[src/hw/rtl/ukst_pkg.sv]
// Shared definitions for the unique key set table.
// Field widths, operation and status codes, default sizes.
// No dependencies.
`timescale 1ns / 1ps
`default_nettype none

package ukst_pkg;

  // Default sizes, overridable at the top level
  localparam int CAPACITY_DEF = 64;
  localparam int KEY_BITS_DEF = 32;

  // Fixed port field widths
  localparam int OP_W     = 3;
  localparam int KEY_W    = 32;
  localparam int IDX_W    = 6;
  localparam int STATUS_W = 3;
  localparam int SLOT_W   = 6;
  localparam int COUNT_W  = 7;

  typedef logic [OP_W-1:0]     op_t;
  typedef logic [STATUS_W-1:0] status_t;

  localparam op_t OP_ADD       = 3'd0;
  localparam op_t OP_REMOVE    = 3'd1;
  localparam op_t OP_CONTAINS  = 3'd2;
  localparam op_t OP_REMOVE_AT = 3'd3;
  localparam op_t OP_READ_AT   = 3'd4;
  localparam op_t OP_CLEAR     = 3'd5;

  localparam status_t ST_DONE      = 3'd0;
  localparam status_t ST_PRESENT   = 3'd1;
  localparam status_t ST_NOT_FOUND = 3'd2;
  localparam status_t ST_FULL      = 3'd3;
  localparam status_t ST_RANGE     = 3'd4;

endpackage

`default_nettype wire

[src/hw/rtl/ukst_if.sv]
// Valid/ready channel interfaces for the unique key set table.
// Command word in, result word out. Depends on ukst_pkg.
`timescale 1ns / 1ps
`default_nettype none

interface ukst_cmd_if;
  import ukst_pkg::*;

  logic             valid;
  logic             ready;
  op_t              operation;
  logic [KEY_W-1:0] key;
  logic [IDX_W-1:0] slot_index;

  modport source (output valid, output operation, output key, output slot_index,
                  input ready);
  modport sink   (input valid, input operation, input key, input slot_index,
                  output ready);
endinterface

interface ukst_rsp_if;
  import ukst_pkg::*;

  logic               valid;
  logic               ready;
  status_t            status;
  logic               hit;
  logic [SLOT_W-1:0]  found_slot;
  logic [KEY_W-1:0]   read_key;
  logic [COUNT_W-1:0] count_after;

  modport source (output valid, output status, output hit, output found_slot,
                  output read_key, output count_after, input ready);
  modport sink   (input valid, input status, input hit, input found_slot,
                  input read_key, input count_after, output ready);
endinterface

`default_nettype wire

[src/hw/rtl/ukst_mem.sv]
// Key slot memory: one write port, one read port, registered read data.
// Standalone; no package needed.
`timescale 1ns / 1ps
`default_nettype none

module ukst_mem #(
  parameter int DEPTH = 64,
  parameter int WIDTH = 32,
  parameter int AW    = 6
) (
  input  wire logic             clk,
  input  wire logic             wr_en,
  input  wire logic [AW-1:0]    wr_addr,
  input  wire logic [WIDTH-1:0] wr_data,
  input  wire logic             rd_en,
  input  wire logic [AW-1:0]    rd_addr,
  output logic      [WIDTH-1:0] rd_data
);

  logic [WIDTH-1:0] mem [DEPTH];

  always_ff @(posedge clk) begin
    if (wr_en) begin
      mem[wr_addr] <= wr_data;
    end
  end

  always_ff @(posedge clk) begin
    if (rd_en) begin
      rd_data <= mem[rd_addr];
    end
  end

endmodule

`default_nettype wire

[src/hw/rtl/ukst_seq.sv]
// Sequencer for the unique key set table: linear search, swap-and-pop,
// key count and result register. Depends on ukst_pkg and ukst_if.
`timescale 1ns / 1ps
`default_nettype none

module ukst_seq #(
  parameter int CAPACITY = ukst_pkg::CAPACITY_DEF,
  parameter int KEY_BITS = ukst_pkg::KEY_BITS_DEF,
  parameter int AW       = $clog2(CAPACITY),
  parameter int CW       = $clog2(CAPACITY + 1)
) (
  input  wire logic                clk,
  input  wire logic                rst,
  ukst_cmd_if.sink                 cmd,
  ukst_rsp_if.source               rsp,
  output logic                     mem_wr_en,
  output logic      [AW-1:0]       mem_wr_addr,
  output logic      [KEY_BITS-1:0] mem_wr_data,
  output logic                     mem_rd_en,
  output logic      [AW-1:0]       mem_rd_addr,
  input  wire logic [KEY_BITS-1:0] mem_rd_data
);
  import ukst_pkg::*;

  localparam int CMPW = (CW > IDX_W) ? CW : IDX_W;

  localparam logic [2:0] S_IDLE   = 3'd0;
  localparam logic [2:0] S_SEARCH = 3'd1;
  localparam logic [2:0] S_ACT    = 3'd2;
  localparam logic [2:0] S_SWAP   = 3'd3;
  localparam logic [2:0] S_MOVE   = 3'd4;
  localparam logic [2:0] S_READ   = 3'd5;
  localparam logic [2:0] S_RESULT = 3'd6;

  logic [2:0]          state;
  op_t                 op_q;
  logic [KEY_BITS-1:0] key_q;
  logic [IDX_W-1:0]    idx_q;
  logic [CW-1:0]       count;
  logic [CW-1:0]       issue_idx;
  logic                pend;
  logic [AW-1:0]       pend_idx;
  logic                found;
  logic [AW-1:0]       found_slot_q;
  logic [AW-1:0]       target;
  status_t             status_q;
  logic [KEY_W-1:0]    rkey_q;
  logic                out_valid;

  logic          issue_more;
  logic          idx_ok;
  logic          full;
  logic [CW-1:0] last;
  logic          target_lt_last;
  logic          rsp_load;

  assign issue_more     = issue_idx < count;
  assign idx_ok         = CMPW'(idx_q) < CMPW'(count);
  assign full           = count == CW'(CAPACITY);
  assign last           = count - CW'(1);
  assign target_lt_last = CW'(target) < last;
  assign rsp_load       = (state == S_RESULT) && (!out_valid || rsp.ready);

  assign cmd.ready = (state == S_IDLE);
  assign rsp.valid = out_valid;

  // Memory port control; at most one access per cycle, so no forwarding
  always_comb begin
    mem_wr_en   = 1'b0;
    mem_wr_addr = '0;
    mem_wr_data = key_q;
    mem_rd_en   = 1'b0;
    mem_rd_addr = '0;
    unique case (state)
      S_SEARCH: begin
        mem_rd_en   = issue_more;
        mem_rd_addr = issue_idx[AW-1:0];
      end
      S_ACT: begin
        if (op_q == OP_ADD && !found && !full) begin
          mem_wr_en   = 1'b1;
          mem_wr_addr = count[AW-1:0];
        end
        if (op_q == OP_READ_AT && idx_ok) begin
          mem_rd_en   = 1'b1;
          mem_rd_addr = AW'(idx_q);
        end
      end
      S_SWAP: begin
        mem_rd_en   = target_lt_last;
        mem_rd_addr = last[AW-1:0];
      end
      S_MOVE: begin
        mem_wr_en   = 1'b1;
        mem_wr_addr = target;
        mem_wr_data = mem_rd_data;
      end
      default: ;
    endcase
  end

  always_ff @(posedge clk) begin
    if (rst) begin
      state     <= S_IDLE;
      count     <= '0;
      pend      <= 1'b0;
      out_valid <= 1'b0;
    end else begin
      pend     <= (state == S_SEARCH) && issue_more;
      pend_idx <= issue_idx[AW-1:0];
      if (rsp_load) begin
        out_valid <= 1'b1;
      end else if (rsp.ready) begin
        out_valid <= 1'b0;
      end
      unique case (state)
        S_IDLE: begin
          if (cmd.valid) begin
            op_q      <= cmd.operation;
            key_q     <= KEY_BITS'(cmd.key);
            idx_q     <= cmd.slot_index;
            issue_idx <= '0;
            found     <= 1'b0;
            status_q  <= ST_DONE;
            rkey_q    <= '0;
            case (cmd.operation) inside
              OP_ADD, OP_REMOVE, OP_CONTAINS: state <= S_SEARCH;
              default:                        state <= S_ACT;
            endcase
          end
        end
        S_SEARCH: begin
          if (issue_more) begin
            issue_idx <= issue_idx + CW'(1);
          end
          // compare the word read last cycle; stop at first match or end
          if (pend && mem_rd_data == key_q) begin
            found        <= 1'b1;
            found_slot_q <= pend_idx;
            state        <= S_ACT;
          end else if (!pend && !issue_more) begin
            state <= S_ACT;
          end
        end
        S_ACT: begin
          unique case (op_q)
            OP_ADD: begin
              state <= S_RESULT;
              if (found) begin
                status_q <= ST_PRESENT;
              end else if (full) begin
                status_q <= ST_FULL;
              end else begin
                count <= count + CW'(1);
              end
            end
            OP_REMOVE: begin
              if (found) begin
                target <= found_slot_q;
                state  <= S_SWAP;
              end else begin
                status_q <= ST_NOT_FOUND;
                state    <= S_RESULT;
              end
            end
            OP_CONTAINS: begin
              state <= S_RESULT;
              if (!found) begin
                status_q <= ST_NOT_FOUND;
              end
            end
            OP_REMOVE_AT: begin
              if (idx_ok) begin
                target <= AW'(idx_q);
                state  <= S_SWAP;
              end else begin
                status_q <= ST_RANGE;
                state    <= S_RESULT;
              end
            end
            OP_READ_AT: begin
              if (idx_ok) begin
                state <= S_READ;
              end else begin
                status_q <= ST_RANGE;
                state    <= S_RESULT;
              end
            end
            OP_CLEAR: begin
              count <= '0;
              state <= S_RESULT;
            end
            default: state <= S_RESULT;
          endcase
        end
        S_SWAP: begin
          // move the last key into the hole unless the hole is the last slot
          if (target_lt_last) begin
            state <= S_MOVE;
          end else begin
            count <= last;
            state <= S_RESULT;
          end
        end
        S_MOVE: begin
          count <= last;
          state <= S_RESULT;
        end
        S_READ: begin
          rkey_q <= KEY_W'(mem_rd_data);
          state  <= S_RESULT;
        end
        S_RESULT: begin
          if (rsp_load) begin
            rsp.status      <= status_q;
            rsp.hit         <= found;
            rsp.found_slot  <= found ? SLOT_W'(found_slot_q) : '0;
            rsp.read_key    <= rkey_q;
            rsp.count_after <= COUNT_W'(count);
            state           <= S_IDLE;
          end
        end
        default: state <= S_IDLE;
      endcase
    end
  end

  ast_count_bound: assert property (@(posedge clk) disable iff (rst)
    count <= CW'(CAPACITY))
    else $error("key count above capacity");

  ast_one_access: assert property (@(posedge clk) disable iff (rst)
    mem_wr_en |-> !mem_rd_en)
    else $error("memory read and write in the same cycle");

  ast_move_pops: assert property (@(posedge clk) disable iff (rst)
    (state == S_MOVE) |=> (count == $past(count) - CW'(1)))
    else $error("swap move did not pop the last key");

  ast_move_target: assert property (@(posedge clk) disable iff (rst)
    (state == S_MOVE) |-> (CW'(target) < count))
    else $error("swap target outside held keys");

  ast_hit_status: assert property (@(posedge clk) disable iff (rst)
    (rsp_load && found) |-> (status_q == ST_DONE || status_q == ST_PRESENT))
    else $error("hit reported with a failing status");

endmodule

`default_nettype wire

[src/hw/rtl/unique_key_set_table.sv]
// Unique key set table: set of distinct keys held densely in slots
// 0 to count-1 of one memory. Depends on ukst_pkg, ukst_if, ukst_mem, ukst_seq.
//
// Usage:
//   cmd carries one command word (operation, key, slot_index); rsp returns
//   exactly one result word (status, hit, found_slot, read_key, count_after)
//   per command, in order. Both are valid/ready channels.
//   Add, remove and contains scan the held keys through the single memory
//   read port, one slot per cycle, stopping at the first match. A remove
//   then passes through a swap state, and also a move state when the last
//   key moves into the hole. One command is worked at a time; cmd.ready is
//   high while the sequencer is idle, from the cycle after a result is
//   loaded, and the next command is taken while a result waits in the
//   output register.
//   Reset sets the key count to zero and empties the output register; the
//   memory itself is not cleared, since only slots below count are read.
//   If rsp stalls, the finished result holds; the following command runs
//   until its own result needs the output register, then waits.
`timescale 1ns / 1ps
`default_nettype none

module unique_key_set_table #(
  parameter int CAPACITY = ukst_pkg::CAPACITY_DEF,
  parameter int KEY_BITS = ukst_pkg::KEY_BITS_DEF
) (
  input wire logic   clk,
  input wire logic   rst,
  ukst_cmd_if.sink   cmd,
  ukst_rsp_if.source rsp
);
  import ukst_pkg::*;

  localparam int AW = $clog2(CAPACITY);
  localparam int CW = $clog2(CAPACITY + 1);

  logic                wr_en;
  logic [AW-1:0]       wr_addr;
  logic [KEY_BITS-1:0] wr_data;
  logic                rd_en;
  logic [AW-1:0]       rd_addr;
  logic [KEY_BITS-1:0] rd_data;

  ukst_seq #(
    .CAPACITY (CAPACITY),
    .KEY_BITS (KEY_BITS),
    .AW       (AW),
    .CW       (CW)
  ) u_seq (
    .clk         (clk),
    .rst         (rst),
    .cmd         (cmd),
    .rsp         (rsp),
    .mem_wr_en   (wr_en),
    .mem_wr_addr (wr_addr),
    .mem_wr_data (wr_data),
    .mem_rd_en   (rd_en),
    .mem_rd_addr (rd_addr),
    .mem_rd_data (rd_data)
  );

  ukst_mem #(
    .DEPTH (CAPACITY),
    .WIDTH (KEY_BITS),
    .AW    (AW)
  ) u_mem (
    .clk     (clk),
    .wr_en   (wr_en),
    .wr_addr (wr_addr),
    .wr_data (wr_data),
    .rd_en   (rd_en),
    .rd_addr (rd_addr),
    .rd_data (rd_data)
  );

endmodule

`default_nettype wire
[src/flat_wrapper.sv]
// flat-port wrapper written by rule: the top's interface ports become plain ports
module unique_key_set_table_flat import ukst_pkg::*;
#(
  parameter int CAPACITY = ukst_pkg::CAPACITY_DEF,
  parameter int KEY_BITS = ukst_pkg::KEY_BITS_DEF
)
  (clk, rst, cmd_valid, cmd_operation, cmd_key, cmd_slot_index, cmd_ready, rsp_valid, rsp_status, rsp_hit, rsp_found_slot, rsp_read_key, rsp_count_after, rsp_ready);
  ukst_cmd_if cmd_i ();
  ukst_rsp_if rsp_i ();
  input wire logic clk;
  input wire logic rst;
  input wire logic [$bits(cmd_i.valid)-1:0] cmd_valid;
  input wire logic [$bits(cmd_i.operation)-1:0] cmd_operation;
  input wire logic [$bits(cmd_i.key)-1:0] cmd_key;
  input wire logic [$bits(cmd_i.slot_index)-1:0] cmd_slot_index;
  output wire logic [$bits(cmd_i.ready)-1:0] cmd_ready;
  output wire logic [$bits(rsp_i.valid)-1:0] rsp_valid;
  output wire logic [$bits(rsp_i.status)-1:0] rsp_status;
  output wire logic [$bits(rsp_i.hit)-1:0] rsp_hit;
  output wire logic [$bits(rsp_i.found_slot)-1:0] rsp_found_slot;
  output wire logic [$bits(rsp_i.read_key)-1:0] rsp_read_key;
  output wire logic [$bits(rsp_i.count_after)-1:0] rsp_count_after;
  input wire logic [$bits(rsp_i.ready)-1:0] rsp_ready;
  assign cmd_i.valid = cmd_valid;
  assign cmd_i.operation = cmd_operation;
  assign cmd_i.key = cmd_key;
  assign cmd_i.slot_index = cmd_slot_index;
  assign cmd_ready = cmd_i.ready;
  assign rsp_valid = rsp_i.valid;
  assign rsp_status = rsp_i.status;
  assign rsp_hit = rsp_i.hit;
  assign rsp_found_slot = rsp_i.found_slot;
  assign rsp_read_key = rsp_i.read_key;
  assign rsp_count_after = rsp_i.count_after;
  assign rsp_i.ready = rsp_ready;
  unique_key_set_table #(.CAPACITY(CAPACITY), .KEY_BITS(KEY_BITS)) u_core (.clk(clk), .rst(rst), .cmd(cmd_i), .rsp(rsp_i));
endmodule
[config.mk]
export PLATFORM = sky130hd
export DESIGN_NAME = unique_key_set_table_flat
export DESIGN_NICKNAME = d
export VERILOG_FILES = /design/src/hw/rtl/ukst_pkg.sv /design/src/hw/rtl/ukst_if.sv /design/src/hw/rtl/ukst_mem.sv /design/src/hw/rtl/ukst_seq.sv /design/src/hw/rtl/unique_key_set_table.sv /design/src/flat_wrapper.sv
export SDC_FILE = /design/constraint.sdc
export NUM_CORES = 2
export LEC_CHECK = 0
export BUFFER_PORTS_ARGS = -buffer_cell sky130_fd_sc_hd__buf_2
export CAP_MARGIN = 0
export CORE_AREA = 4 4 406 408
export DETAILED_ROUTE_END_ITERATION = 6
export DIE_AREA = 0 0 410 412
export PLACE_DENSITY = 0.71
export SYNTH_ARGS = -nofsm -noshare
export SYNTH_HDL_FRONTEND = slang
export SYNTH_SLANG_ARGS = --single-unit
[constraint.sdc]
create_clock -name clk -period 5.3 [get_ports clk]
set_clock_uncertainty 0.1 [all_clocks]
set_input_delay 0.53 -clock clk [delete_from_list [all_inputs] [get_ports clk]]
set_output_delay 0.53 -clock clk [all_outputs]
set_load 0.03 [all_outputs]
==> results by group <==
Finish
  – FILL cells: 11,600
  – Nets: 6,603
  – P&R area growth vs syn: 13.2%
  – Fin area: ~0.1 mm2
  – Share of post-route cells with drive strength above 1: 0.114

STA
  – Hold_ws: 0.146 ns
  – Max Slew Vio Count: 0
  – Setup TNS: 0 ns
  – RSZ-0062 raised after global routing: false
  – Worst rel slew slack: 0.0883
  – Final setup viols: 0
  – Worst-margin pin slew: 1.37 ns
  – Crit share post-route: 0.973
  – Min Tclk post-route: 5.16 ns
  – Final Hold Vio Count: 0
  – Maximum clock frequency: 194 MHz

Place
  – Placement Cell Area: just over 0.09 mm2
  – Routability cong.: 0.953
  – Port-buffer cells: 95
  – Dpl hpwl: 146,000 um

Setup path
  – WP data arrival: 5.78 ns
  – Most frequent CP cell: nor3_1
  – Worst Path Required: 5.92 ns
  – Crit path from: u_core.u_seq.count[4]
  – Slowest stage cell on the critical path: and2_4
  – CP Class: reg -> reg
  – CP Capture Type: register
  – Worst r2r src: u_core.u_seq.count[4]
  – Critical Path Max Stage Delay: 0.90 ns
  – Cell breakdown of the critical path: inv_1 > ha_1 > a211oi_1 > nor3_1 > a211o_1 > and2_4 > buf_12 > a21oi_1 > a221oi_1 > nor3_1 > a31oi_1 > and4_1
  – Maximum fanout along the worst path: 70
  – Critical path startpoint category: register

Synthesis
  – #FFs+latches synth: between 2,000 and 2,500
  – Post-Syn Instances: 6,382
  – Post-synthesis sequential area ratio: 0.762
  – Top FF cell, synth: edfxtp_1
  – Yosys Warn Count: 0
  – Synth cell types: 53
  – Post-synth EDFFs: 2,231
  – Avg Cell Area, Syn: 13.8 um2
  – Asr flop ratio synth: 0
  – Synth Net Count: 6,447
  – Synthesized area: about 0.09 mm2

Route
  – Final WL: 255,000 um
  – Detailed-route wire length per cell: 28.6 um
  – Drt drc: 0
  – Total number of vias: ~57,000
  – Post-route antenna net violation count: 0
  – DR iter-0 viols: about 8,600
  – DR vias/cell: 6.43
  – TritonRoute pass-1 iters: 6

Floorplan
  – Die height: 412 um
  – Initial Util: 0.546
  – Core Area: 0.162 mm2
  – Die footprint: 0.169 mm2
  – Io pins: between 90 and 100
  – Die X: around 410 um
  – Rows: 148

Global routing
  – Met1 usage: 0.395
  – Met2 Use GR: 0.453
  – Most Crowded Layer GR: met2
  – Met3 Use GR: 0.0771
  – Remaining global-route overflow: 0
  – Global-route wire length before repair: 368,000 um
  – Initial antenna violation count: 18
  – Vias in the first global route: roughly 55,000
  – GRT Util Overall: 0.297
  – Pin count of the biggest net entering global routing: between 100 and 150

Clocking
  – Setup Buffers After CTS: 0
  – Total CTS buffers: 209
  – Clk Latency, worst-skew pair: 0.87 ns
  – CTS clk-pin slew, worst paths: 0.07 ns
  – CTS root buf: clkbuf_16
  – TritonCTS clock tree: done
  – Clock Path Buffers: 3
  – Clock sink count: 2,243
  – H-tree levels: 4

Flow run
  – Max-Cap Viols: 0

Min path
  – Class of the tightest hold or removal check: in -> reg
  – Hold Startpoint: cmd_valid

Outcome
  – Status: finished, final reports clean

Power
  – P_leak: 0.0323 uW
  – PD cells: 415 mW/mm2
  – Worst vdd ir: 313 uV
==> path summary, 6_finish.rpt <==
path              slack [ns]  depth (start not counted)                       endpoint
setup / recovery        0.14                         12       u_core.u_mem.rd_data[29]
hold / removal          0.15                          3             u_core.u_seq.found
setup reg to reg        0.14                         12       u_core.u_mem.rd_data[29]
hold reg to reg         0.31                          0  u_core.u_seq.rsp.read_key[31]
==> what timing repair did <==
item,4_1_cts,5_1_grt
endpoints found under the setup margin,0,1
hold buffers,43,0
gates resized for setup,0,1
hold endpoints to repair,46,0
==> registers in the layout (all words and copies together) (netlist names), 3 cells and up <==
name / flops
u_core.u_seq.rsp.read_key: 32
u_core.u_seq.op_q: 3
u_core.u_seq.key_q: 32
u_core.u_seq.count: 7
u_core.u_seq.target: 6
u_core.u_seq.found_slot_q: 6
u_core.u_mem.rd_data: 32
u_core.u_seq.rsp.count_after: 7
u_core.u_seq.state: 3
u_core.u_mem.mem: 2048
u_core.u_seq.rkey_q: 32
u_core.u_seq.idx_q: 6
u_core.u_seq.rsp.found_slot: 6
u_core.u_seq.rsp.status: 3
u_core.u_seq.issue_idx: 7
u_core.u_seq.pend_idx: 6
u_core.u_seq.status_q: 3
==> critical path: cells and delay by family, from the launching register on <==
family | cells | cell delay, ns
fa+ha+maj | 1 | 0.34
simple gates | 4 | 1.80
flops | 1 | 0.48
compound gates | 5 | 1.59
buf+inv | 2 | 0.61
==> cells in the final DEF (no fill, tap or decap), types with 5 or more instances in the layout <==
cell,n
a211oi_1,85
a21oi_1,616
a221oi_1,40
a22oi_1,331
a311oi_1,49
a31oi_1,148
a32oi_1,88
and2_1,42
and3_1,64
and4_1,33
buf_12,45
buf_2,95
buf_4,205
bufinv_16,16
clkbuf_1,54
clkbuf_16,209
clkinv_1,47
clkinv_2,39
dfxtp_1,12
diode_2,15
dlygate4sd3_1,43
edfxtp_1,2231
ha_1,20
inv_1,10
mux2_2,6
mux2i_1,32
nand2_1,1524
nand2_2,29
nand2_4,5
nand2b_1,7
nand3_1,271
nand4_1,12
nor2_1,33
nor2_4,70
nor3_1,34
nor4_1,11
o21ai_0,31
xnor2_1,13
xor2_1,31
==> area by class of cell <==
cell class / instances / area [um2] / area share
well taps: 2175 / 2720 / 0.0272
clock buffers: 263 / 5430 / 0.0544
repair buffers: 388 / 3350 / 0.0335
flip-flops and latches: 2243 / 67200 / 0.673
diodes: 15 / 37.5 / 0.000376
clock inverters: 122 / 1160 / 0.0116
multi-input cells: 3683 / 19900 / 0.199
inverters: 13 / 48.8 / 0.000488
==> kinds of logic after synthesis <==
family                     synth area share
buffers and inverters                0.0205
and+or+nand+nor                       0.103
DFF                                   0.762
xor gates and xnor gates            0.00437
AOI/OAI and AO/OA                     0.103
adders and majority gates           0.00295
muxes                               0.00440
==> through the flow <==
| step | utilization | cells | power, uW | worst slack [ns] |
|---|---|---|---|---|
| 5_1_grt | 0.618 | 8891 | 42600 | 0.0389 |
| 3_5_place_dp | 0.574 | 8458 | 27000 | 0.151 |
| 3_3_place_gp | 0.574 | 8458 | 26900 | 0.141 |
| 2_1_floorplan | - | 6382 | 24500 | 0.505 |
| 6_report | 0.618 | 8902 | 41400 | 0.142 |
| 4_1_cts | 0.618 | 8886 | 41300 | 0.114 |
==> power breakdown <==
group / switching, uW / internal, uW
sequential: 203 / 20700
combinational: 4410 / 1500
clock: 6500 / 8060
total: 11100 / 30300
==> synth_stat cells, drive strengths merged (20+ instances only) <==
library cell / instances / area (um2)
a21oi: 619 / 3100
nor2: 106 / 400
edfxtp: 2231 / 67000
ha: 20 / 250
and2: 44 / 275
and3: 64 / 400
a311oi: 49 / 429
buf: 124 / 561
a32oi: 88 / 771
nand2: 1558 / 5850
and4: 33 / 289
nor3: 35 / 175
clkbuf: 319 / 1200
nand3: 271 / 1360
o21ai: 31 / 155
a31oi: 149 / 932
a221oi: 40 / 350
mux2i: 32 / 320
xor2: 31 / 272
a22oi: 331 / 2480
a211oi: 86 / 651
==> routing by layer <==
layer | vias to the layer above | part of all wire
met5 | - | 0.00023
met4 | 8 | 0.057
met3 | 626 | 0.13
met2 | 3889 | 0.45
met1 | 28200 | 0.36
li1 | 24500 | -
(Power assumes the default switching activity.)
